<file path="src/sv/lavm_pkg.sv">
// Shared types for the look-at view matrix block.
package lavm_pkg;

	localparam logic signed [31:0] ONE_Q16 = 32'sh0001_0000;

	// One classified item as it travels from the front to the back.
	typedef struct packed {
		logic [2:0][31:0] eye;
		logic [2:0][31:0] up;
		logic [2:0][32:0] dif;
		logic             ident;
	} item_t;

	typedef struct packed {
		logic full;
		logic empty;
	} qstat_t;

endpackage

</file>
<file path="src/sv/lavm_front.sv">
// Front end: take the command beat, form eye - target and flag the identity case.
module lavm_front import lavm_pkg::*; (
	input  logic               start,
	input  logic signed [31:0] eye_x,
	input  logic signed [31:0] eye_y,
	input  logic signed [31:0] eye_z,
	input  logic signed [31:0] target_x,
	input  logic signed [31:0] target_y,
	input  logic signed [31:0] target_z,
	input  logic signed [31:0] upward_x,
	input  logic signed [31:0] upward_y,
	input  logic signed [31:0] upward_z,
	input  qstat_t             qstat,
	output logic               busy,
	output logic               push,
	output item_t              item
);

	logic signed [32:0] dx, dy, dz;

	assign dx = 33'(eye_x) - 33'(target_x);
	assign dy = 33'(eye_y) - 33'(target_y);
	assign dz = 33'(eye_z) - 33'(target_z);

	assign busy = qstat.full;
	assign push = start & ~qstat.full;

	always_comb begin
		item.eye[0] = eye_x;
		item.eye[1] = eye_y;
		item.eye[2] = eye_z;
		item.up[0]  = upward_x;
		item.up[1]  = upward_y;
		item.up[2]  = upward_z;
		item.dif[0] = dx;
		item.dif[1] = dy;
		item.dif[2] = dz;
		// eye on target: skip the maths and send the identity
		item.ident  = (dx == '0) && (dy == '0) && (dz == '0);
	end

endmodule

</file>
<file path="config.mk">
export PLATFORM = sky130hd
export DESIGN_NAME = lavm_front
export DESIGN_NICKNAME = d
export VERILOG_FILES = /design/src/sv/lavm_pkg.sv /design/src/sv/lavm_front.sv
export SDC_FILE = /design/constraint.sdc
export NUM_CORES = 1
export LEC_CHECK = 0
export ABC_AREA = 1
export BUFFER_PORTS_ARGS = -buffer_cell sky130_fd_sc_hd__buf_2
export CORE_AREA = 2 2 224 226
export DETAILED_ROUTE_END_ITERATION = 8
export DIE_AREA = 0 0 226 228
export SLEW_MARGIN = 20
export SYNTH_ARGS = -nofsm -noshare
export SYNTH_HDL_FRONTEND = slang
export SYNTH_SLANG_ARGS = --single-unit
</file>
<file path="constraint.sdc">
create_clock -name vclk -period 2.67
set_input_delay 0.267 -clock vclk [all_inputs]
set_output_delay 0.267 -clock vclk [all_outputs]
set_load 0.01 [all_outputs]
</file>
==> metrics.csv <==
metric,value,unit
holdWs,534,ps
fin_util,29.4,%
worst_ep_arrival_time,2630,ps
yosysWarnings,0,
fin_ws,-224,ps
synth_top_area_cell,nand2_1,
regArea,0,µm²
total_power,3.88,mW
grt_pass1_vias,12100,
final_common_cell,nand2_1,
via_per_inst,3.99,
syn2layout_area_growth,51.4,%
cp-end-kind,output pin,
final_cell_area,14500,µm²
detail-route-antenna-nets,0,
via_count,12700,
rsz0062_at_grt,true,
core-area,49300,µm²
status,finished with violations,
antennaDiodeCount,0,
die_y,228,µm
antenna_found_initial,2,
power_density,267,nW/µm²
critPathMaxFanout,3,
io_buffers,392,
gr-total-overflow,0,
start_util,19.4,%
mostFrequentLayoutCells,"657 x nand2_1, 470 x inv_1, 380 x buf_2",
final.min_clock_period,2890,ps
rows,82,
grt.total_usage,16.3,%
cap_viol_max_count,0,
required,2400,ps
final_nets,2895,
drtIter0Drc,552,
synthesis.nets,2346,
violations,negative setup slack,
setup_viol,3,
gp_congestion,0.925,
layout-drive-gt1-share,37.5,%
synth_area_leaders,"nand2_1 28%, inv_1 19%, buf_4 15%",
slew_headroom,71.5,%
io_pins,585,
drv_slew,0,
critPathKind,primary input to output pin,
critPathLaunchType,primary input,
fin_crit_sh,108,%
vdd_drop_max,0.124,mV
worst_pin_slew,425,ps
place_area,13400,µm²
fp.dieArea,51500,µm²
seq_cells,0,
routedWlPerCell,14.0,µm
clock_buffers,0,
ys_types,30,
fin_tns_setup,-287,ps
drc_errors,0,
grt_max_degree,6,
syn-cell-area,9600,µm²
dpl.hpwl,40500,µm
syn_inst,1956,
grt_pass1_wl,65500,µm
fmax,0.346,GHz
seq_area_frac_synth,0,%
hold_violations,0,
leakagePower,9.20,nW
die_w,226,µm
routed_wl,44400,µm
synth_top_area_share,28.4,%
hold_class,primary input to output pin,
avgSynthCellArea,4.91,µm²
firstDrtPassIters,5,
## logic make-up after synthesis
| family | synth area share [%] |
|---|---|
| compound gates | 6.56 |
| xor+xnor | 1.37 |
| buf+inv | 34.0 |
| fa+ha+maj | 13.1 |
| simple gates | 44.9 |
## worst max-delay path, cell delays in order
cell and delay (ps):
buf_8 80, inv_4 30, ha_4 150, fa_2 380, inv_2 70, buf_4 90
nand4_1 140, nand2_2 160, nand2_2 80, nand2_2 90, buf_6 110, buf_4 100
nand3_2 60, nand2_2 100, xor2_2 170, nand2_1 70, nor2_1 100, nand3_1 130
nor2_4 140, buf_6 110
## power breakdown
part / switching, mW / leakage, nW / internal [mW] / total (mW)
Clock: 0 / 0 / 0 / 0
Combinational: 2.11 / 9.20 / 1.77 / 3.88
Sequential: 0 / 0 / 0 / 0
## repair_timing
action                     4_1_cts  5_1_grt
setup buffers                    7       13
hold buffers                     0        0
pin swaps                       25       50
setup endpoints to repair       14       15
gates resized for setup         79      148
cloned                           0        0
## per-layer routing
metal / part of all wire, % / global-route usage, % / up-vias
met3: 5.1 / 1.88 / 66
li1: - / - / 6721
met5: 0.027 / 0 / -
met4: 1.9 / 2.59 / 2
met2: 50 / 30.8 / 363
met1: 43 / 19.8 / 5521
## through the flow
stage / cells / worst slack, ps
finish: 3175 / -224
global route: 3175 / -397
CTS: 3163 / -454
detailed placement: 3158 / -946
global placement: 3158 / -943
floorplan: 1956 / 247
## synthesized netlist by cell type
cell	n
nand2_1	726
inv_1	480
buf_4	193
nor2_1	152
ha_1	96
nand3_1	86
a21oi_1	74
nand3b_1	28
o21ai_0	18
nor3_1	17
nand4_1	16
nand2_2	11
xor2_1	11
o21bai_1	7
o21a_1	6
and2_1	5
a31oi_1	4
xnor2_1	4
fa_1	3
nand3_2	3
a21o_1	2
nor2_2	2
nor3_2	2
nor4_1	2
o211ai_1	2
or2_2	2
a21boi_0	1
a21oi_2	1
buf_2	1
buf_6	1
## final timing paths
path                     start   endpoint  slack (ps)  depth (start not counted)
hold / removal    upward_y[12]  item[144]         530                          0
setup / recovery      eye_x[0]    item[0]        -220                         20
## final cells by class
class              count  area (µm²)
fillers             5746       34800
multi-input cells   1281        7180
repair buffers       742        4710
inverters            480        1810
well taps            672         841
Power figures use the tool's default switching activity.
