## config.mk

```make
export PLATFORM = sky130hd
export DESIGN_NAME = lavm_queue
export DESIGN_NICKNAME = d
export VERILOG_FILES = /design/src/sv/lavm_pkg.sv /design/src/sv/lavm_queue.sv
export SDC_FILE = /design/constraint.sdc
export NUM_CORES = 1
export LEC_CHECK = 0
export BUFFER_PORTS_ARGS = -buffer_cell sky130_fd_sc_hd__buf_2
export CAP_MARGIN = 20
export CORE_AREA = 5 5 225 227
export DETAILED_ROUTE_END_ITERATION = 16
export DIE_AREA = 0 0 230 232
export PLACE_DENSITY = 0.75
export SLEW_MARGIN = 25
export SYNTH_ARGS = -nofsm -noshare
export SYNTH_HDL_FRONTEND = slang
export SYNTH_SLANG_ARGS = --single-unit
```

## constraint.sdc

```tcl
create_clock -name clk -period 17.2 [get_ports clk]
set_input_delay 0.86 -clock clk [delete_from_list [all_inputs] [get_ports clk]]
set_output_delay 0.86 -clock clk [all_outputs]
set_load 0.02 [all_outputs]
```

## src/sv/lavm_pkg.sv

```systemverilog
// Shared types for the look-at view matrix block.
package lavm_pkg;

	localparam logic signed [31:0] ONE_Q16 = 32'sh0001_0000;

	// One classified item as it travels from the front to the back.
	typedef struct packed {
		logic [2:0][31:0] eye;
		logic [2:0][31:0] up;
		logic [2:0][32:0] dif;
		logic             ident;
	} item_t;

	typedef struct packed {
		logic full;
		logic empty;
	} qstat_t;

endpackage

```

## src/sv/lavm_queue.sv

```systemverilog
// Two-entry queue between the front end and the matrix engine.
module lavm_queue import lavm_pkg::*; (
	input  logic   clk,
	input  logic   arst_n,
	input  logic   push,
	input  item_t  wr,
	input  logic   pop,
	output item_t  rd,
	output qstat_t stat
);

	localparam int unsigned DEPTH = 2;
	localparam int unsigned AW    = $clog2(DEPTH);
	localparam int unsigned CW    = $clog2(DEPTH + 1);

	item_t          slot_q [DEPTH];
	logic [AW-1:0]  wp_q, rp_q;
	logic [CW-1:0]  cnt_q;

	assign rd         = slot_q[rp_q];
	assign stat.full  = (cnt_q == CW'(DEPTH));
	assign stat.empty = (cnt_q == '0);

	always_ff @(posedge clk) begin
		if (push) begin
			slot_q[wp_q] <= wr;
		end
	end

	always_ff @(posedge clk or negedge arst_n) begin
		if (!arst_n) begin
			wp_q  <= '0;
			rp_q  <= '0;
			cnt_q <= '0;
		end else begin
			if (push) begin
				wp_q <= (wp_q == AW'(DEPTH - 1)) ? '0 : wp_q + 1'b1;
			end
			if (pop) begin
				rp_q <= (rp_q == AW'(DEPTH - 1)) ? '0 : rp_q + 1'b1;
			end
			if (push && !pop) begin
				cnt_q <= cnt_q + 1'b1;
			end else if (pop && !push) begin
				cnt_q <= cnt_q - 1'b1;
			end
		end
	end

endmodule

```

==> key figures, run 1 <==
Clocking
  – Clock tree from TritonCTS: built
  – Maximum buffer depth of the clock tree: 3
  – Hold bufs inserted after CTS: 0
  – Number of sinks on the clock net: approximately 600
  – Master cell of the clock root buffer: clkbuf_16
  – Count of instances resized after the clock tree is built: 0
  – Post-CTS repair timing setup buffer count: 0
  – Clock transition time at the flip-flop clock pins of the worst setup and hold paths: approximately 60 ps
  – Clock buffers created by TritonCTS: between 50 and 60
  – Max H-tree Level: 2
  – Worst skew pair latency: 590 ps

Synthesis
  – Fraction of post-synthesis cell area in the top cell type by area: between 70% and 80%
  – Count of state elements after synthesis: between 500 and 600
  – Number of distinct library cell variants in the gate-level netlist after synthesis: 15
  – Biggest area consumer among synthesized cells: edfxtp_1
  – Sequential fraction of the synthesis area: between 70% and 80%
  – Cells after synthesis: around 930
  – Mean instance size in the synthesized netlist: 24.3 sq um
  – Post-Synthesis Net Count: around 1200
  – Summed instance area of the synthesized netlist: about 0.022 sq mm
  – Syn. warnings: 0
  – Top cells by area, synth: edfxtp_1 78%, mux2_4 18%, mux2_2 1.1%

STA
  – Max Transition Viols Final: 0
  – Endpoints failing hold: 0
  – Worst slew margin relative to its limit: between 20 and 30%
  – Final worst-path cycle share: a little over a quarter
  – Period minus WS final: around 4600 ps
  – RSZ-0062 raised after global routing: no
  – Final TNS setup: 0 ps
  – Max Clk Rate: about 220 MHz
  – Final setup margin: ~13000 ps
  – Setup violation total in the final timing report: 0
  – Worst-case clock skew: 19.6 ps
  – Transition time at the pin with the least slew margin: 1080 ps

GRT
  – Grt ovf: 0
  – All-layer global routing usage: between 10% and 20%
  – Number of antenna violations at the first check in global routing: 21
  – Via count of the first global-routing pass: ~12000
  – Maximum number of pins on one net before global-route repair: about 130
  – Wire length of the first global-routing pass: 72.8 mm

Critical path
  – Category of the most critical setup path: register to output port
  – Arrival time reported for the critical path endpoint: 3760 ps
  – Top fanout value on the critical path: 63
  – Crit path launch type: register
  – Critical path's top delay family: buffers and inverters
  – Cell-by-cell trace of the critical path: buf_4 -> buf_16 -> buf_6 -> mux2_2 -> buf_2
  – Delay of the slowest cell on the worst path: around 1000 ps
  – CP endpoint kind: output port
  – Buffer and inverter count on the worst path: 4
  – Data required time of the worst path: ~16000 ps
  – Critical path's slowest cell: dfrtp_4

Floorplanning
  – Std cell rows: between 80 and 90
  – Initial Util: between 40% and 50%
  – Vertical die dimension: around 230 microns
  – Total I/O pin count: just under 600
  – Total core area: slightly below 0.05 sq mm
  – Overall die width: 230 microns
  – Die Outline Area: 0.0534 sq mm

Layout
  – Area growth from synthesis to layout: 24.0%
  – Proportion of layout cells with a drive suffix above 1: around 61%
  – Commonest cells after routing, fill and taps aside: 589 x buf_2, 584 x edfxtp_1, 270 x mux2_4, 59 x clkbuf_16, 22 x mux2_2
  – Count of nets after finishing: around 1900
  – Most common library cell in the layout ignoring fill and taps: buf_2
  – Utilization after layout: approximately 57%

Power
  – Power density relative to cell area: between 150 and 200 mW/mm^2
  – Leakage power: ~11 nW
  – Peak supply drop: about 130 uV

Worst hold path
  – Min-delay worst type: primary input to async pin

Place
  – Number of port buffers: 589
  – Routability-driven placement congestion ratio: 0.885
  – Post-DP HPWL: 34.9 mm
  – Pre-CTS setup slack: between 10000 and 15000 ps

Route
  – Total via count after detailed routing: ~11000
  – Post-route antenna net violation count: 0
  – First-iteration detailed-routing DRC count: about 630
  – Post-DR wirelength/cell: 22.5 microns
  – Detailed-route vias per instance: 5.01
  – Final WL: between 50 and 60 mm
  – Final routed DRC violation total: 0
  – First-pass iteration count of the detailed router: 5

Run status
  – Run status: finished, final reports clean

Run
  – Max-cap check violation count: 0
cell type report:
cell class | instances | area (sq um)
repair buffers | 602 | 3120
well taps | 622 | 778
clock buffers | 67 | 1510
clock inverters | 36 | 340
flip-flops and latches | 588 | 17600
diodes | 13 | 32.5
inverters | 1 | 3.75
multi-input cells | 303 | 4390
fillers | 3620 | 20600
worst register-to-register path, delay by kind of cell, from the launching register on:
family | cells | cell delay (ps)
buffers and inverters | 2 | 1900
DFF | 1 | 440
and+or+nand+nor | 1 | 790
flip-flops by register name, indices dropped and copies added (netlist names):
name	flops
slot_q	584
wp_q	1
cnt_q	2
rp_q	1
where the power goes:
part	internal (W)	switching, W	leakage (nW)
combinational	0.000735	0.000954	4.76
clock	0.000714	0.000511	0.906
sequential	0.00190	0.000108	5.53
final timing paths:
kind,from,to,slack [ps],cells past startpoint
setup / recovery,rp_q$_DFFE_PN0P_,rd[271],12580,5
hold / removal,arst_n,cnt_q[1]$_DFFE_PN0P_,70,1
setup reg to reg,wp_q$_DFFE_PN0P_,slot_q[1][49]$_DFFE_PP_,13650,3
hold reg to reg,cnt_q[1]$_DFFE_PN0P_,cnt_q[1]$_DFFE_PN0P_,510,1
max in group asynchronous,arst_n,rp_q$_DFFE_PN0P_,17000,1
min in group clk,wr[236],slot_q[1][236]$_DFFE_PP_,450,1
routing by layer:
layer | vias up | wire length [microns] | global-route usage [%]
met5 | - | 100 | 0
met4 | 16 | 1260 | 5.81
met3 | 93 | 5190 | 7.03
met2 | 512 | 25100 | 30.1
met1 | 5593 | 18600 | 21.5
li1 | 4970 | - | -
metrics by stage:
stage               area, sq um  std cells  power (W)  hold slack (ps)
floorplan                 22400        925    0.00339              453
global placement          25900       2113    0.00371              480
detailed placement        25900       2113    0.00373              498
CTS                       27700       2216    0.00497             24.4
global route              27800       2228    0.00512             33.5
finish                    27800       2232    0.00493             68.3
cell families (layout without fill, tap and decap cells):
group	count (synthesis)	in the layout	share of synthesized area (%)
flip-flops	588	588	78.6
multiplexers	292	292	19.2
buffers and inverters	34	706	1.84
XOR/XNOR	5	5	0.195
AND/OR/NAND/NOR	5	5	0.117
adder cells (fa/ha/maj)	1	1	0.0558
other	0	13	0
synthesized netlist by cell type:
cell type / number
inv_1: 1
mux2_4: 270
nor2b_1: 2
nor2_1: 2
xnor2_1: 1
xor2_1: 4
and2_1: 1
mux2_2: 22
dfrtp_1: 4
buf_8: 11
buf_12: 1
buf_2: 2
buf_6: 19
ha_1: 1
edfxtp_1: 584
Power figures use the tool's default switching activity.
==> run 2: changes to the inputs <==
--- a/config.mk
+++ b/config.mk
@@ -7,9 +7,9 @@
 export LEC_CHECK = 0
 export BUFFER_PORTS_ARGS = -buffer_cell sky130_fd_sc_hd__buf_2
 export CAP_MARGIN = 20
-export CORE_AREA = 5 5 225 227
+export CORE_AREA = 5 5 229 231
 export DETAILED_ROUTE_END_ITERATION = 16
-export DIE_AREA = 0 0 230 232
+export DIE_AREA = 0 0 234 236
 export PLACE_DENSITY = 0.75
 export SLEW_MARGIN = 25
 export SYNTH_ARGS = -nofsm -noshare
==> constraint.sdc (replaced) <==
create_clock -name clk -period 4.2 [get_ports clk]
set_input_delay 0.21 -clock clk [delete_from_list [all_inputs] [get_ports clk]]
set_output_delay 0.21 -clock clk [all_outputs]
set_load 0.02 [all_outputs]
==> run 2 against run 1 <==
  * Clock power grew to 4.4 times the previous value
  * Clock-buffer cell count down 2
  * Routed wire length is 14% higher
  * Combinational power rose to 4.3 times the previous value
  * Largest cell class unchanged
==> key figures, run 2 (same netlist as run 1, synthesis figures left out) <==
Critical path
  – Top fanout value on the critical path: between 60 and 70
  – Category of the most critical setup path: register to output port
  – Data required time of the worst path: roughly 4000 ps
  – Flop2flop setup slack: about 2200 ps
  – CP endpoint kind: output port
  – Arrival time reported for the critical path endpoint: 2570 ps
  – Crit path launch type: register

Run status
  – Run status: finished, final reports clean

STA
  – Endpoints failing hold: 0
  – Worst slew margin relative to its limit: between 20% and 30%
  – Final worst-path cycle share: about 66%
  – Period minus WS final: ~2800 ps
  – Worst-case clock skew: about 20 ps
  – Final setup margin: between 1000 and 1500 ps
  – RSZ-0062 raised after global routing: no
  – Max Transition Viols Final: 0
  – Worst hold-check slack: approximately 330 ps
  – Setup violation total in the final timing report: 0
  – Transition time at the pin with the least slew margin: between 1000 and 1500 ps
  – Final TNS setup: 0 ps
  – Max Clk Rate: 359 MHz

Worst hold path
  – Min-delay worst type: primary input to register

Clocking
  – Master cell of the clock root buffer: clkbuf_16
  – Worst skew pair latency: ~600 ps
  – Clock transition time at the flip-flop clock pins of the worst setup and hold paths: about 60 ps
  – Post-CTS repair timing setup buffer count: 0
  – Clock tree from TritonCTS: built
  – Max H-tree Level: 2
  – Number of sinks on the clock net: around 590
  – Clock buffers created by TritonCTS: 57
  – Hold bufs inserted after CTS: just under 300
  – Count of instances resized after the clock tree is built: 0
  – Maximum buffer depth of the clock tree: 3

Power
  – Power density relative to cell area: about 680 mW/mm^2
  – Peak supply drop: 499 uV
  – Logic gate share of total power: roughly a third
  – Proportion of total power due to net switching: 32.0%
  – Share of power burned in the clock network: between 20% and 30%
  – Leakage power: ~13 nW
  – P_int: around 0.014 W
  – Net switching component of the power: 0.00671 W
  – Register share of total power: between 30 and 40%

Floorplanning
  – Initial Util: between 40 and 50%
  – Total I/O pin count: 590
  – Die Outline Area: roughly 0.055 sq mm
  – Std cell rows: 82
  – Vertical die dimension: 236 microns
  – Overall die width: 234 microns
  – Total core area: ~0.050 sq mm

Layout
  – Largest Register: slot_q
  – Most common library cell in the layout ignoring fill and taps: buf_2
  – Final Non-Filler Cells: 2573
  – Regs by FF count: slot_q x584, cnt_q x2
  – Proportion of layout cells with a drive suffix above 1: a little over 50%
  – Area growth from synthesis to layout: 38.3%
  – Count of nets after finishing: approximately 2100
  – Commonest cells after routing, fill and taps aside: 589 x buf_2, 584 x edfxtp_1, 296 x dlygate4sd3_1, 270 x mux2_4, 59 x clkbuf_16
  – Max FFs per register: between 500 and 600

Run
  – Max-cap check violation count: 0

GRT
  – Grt ovf: 0
  – All-layer global routing usage: about a fifth
  – Wire length of the first global-routing pass: between 80 and 90 mm
  – Via count of the first global-routing pass: ~14000
  – Maximum number of pins on one net before global-route repair: 166
  – Number of antenna violations at the first check in global routing: 6

Route
  – Detailed-route vias per instance: about 5
  – Post-DR wirelength/cell: 22.4 microns
  – Total via count after detailed routing: roughly 13000
  – Final routed DRC violation total: 0
  – First-pass iteration count of the detailed router: 5
  – First-iteration detailed-routing DRC count: between 800 and 900
  – Post-route antenna net violation count: 0
  – Final WL: roughly 58 mm

Place
  – Routability-driven placement congestion ratio: roughly 0.85
  – Inst Count DP: around 2200
  – Post-DP HPWL: ~36 mm
  – Number of port buffers: 589
  – Pre-CTS setup slack: between 2000 and 2500 ps
==> run 2: final timing paths <==
check,start,to,depth (start not counted)
worst min register to register,cnt_q[1]$_DFFE_PN0P_,cnt_q[1]$_DFFE_PN0P_,1
max in group asynchronous,arst_n,rp_q$_DFFE_PN0P_,3
worst max register to register,wp_q$_DFFE_PN0P_,slot_q[1][42]$_DFFE_PP_,2
worst min-delay path,wr[253],slot_q[1][253]$_DFFE_PP_,2
worst max-delay path,rp_q$_DFFE_PN0P_,rd[118],3
min in group asynchronous,arst_n,wp_q$_DFFE_PN0P_,3
==> run 2: through the flow <==
step | cell area, sq um | util (%) | power (W)
global route | 31000 | 62.2 | 0.0217
floorplan | 22400 | - | 0.0136
finish | 31000 | 62.2 | 0.0210
CTS | 31000 | 62.2 | 0.0210
global placement | 26000 | 52.2 | 0.0152
detailed placement | 26000 | 52.2 | 0.0153
==> run 2: final cells by class <==
type / instances / area, sq um
Multi-Input combinational cell: 303 / 4390
Tap cell: 672 / 841
Inverter: 1 / 3.75
Antenna cell: 3 / 7.51
Sequential cell: 588 / 17600
Timing Repair Buffer: 899 / 6130
Fill cell: 3337 / 18800
Clock buffer: 65 / 1500
Clock inverter: 42 / 510
==> run 2: per-layer routing <==
layer / up-vias / routed length, microns / global-route usage [%]
li1: 5558 / - / -
met1: 6266 / 20500 / 22.1
met2: 590 / 30300 / 35.9
met3: 117 / 4720 / 5.89
met4: 4 / 1970 / 7.24
met5: - / 25 / 0
==> run 2: worst max-delay path, cell delays in order, from the launching register on <==
cell and delay, ps:
dfrtp_4 880, buf_12 490, mux2_4 360, buf_2 160
==> run 2: power groups by stage <==
| stage | Clock, W | Sequential (W) | Combinational [W] |
|---|---|---|---|
| floorplan | 0 | 0.00826 | 0.00530 |
| global placement | 0 | 0.00824 | 0.00699 |
| detailed placement | 0 | 0.00831 | 0.00704 |
| CTS | 0.00553 | 0.00819 | 0.00730 |
| global route | 0.00580 | 0.00830 | 0.00764 |
| finish | 0.00545 | 0.00822 | 0.00732 |
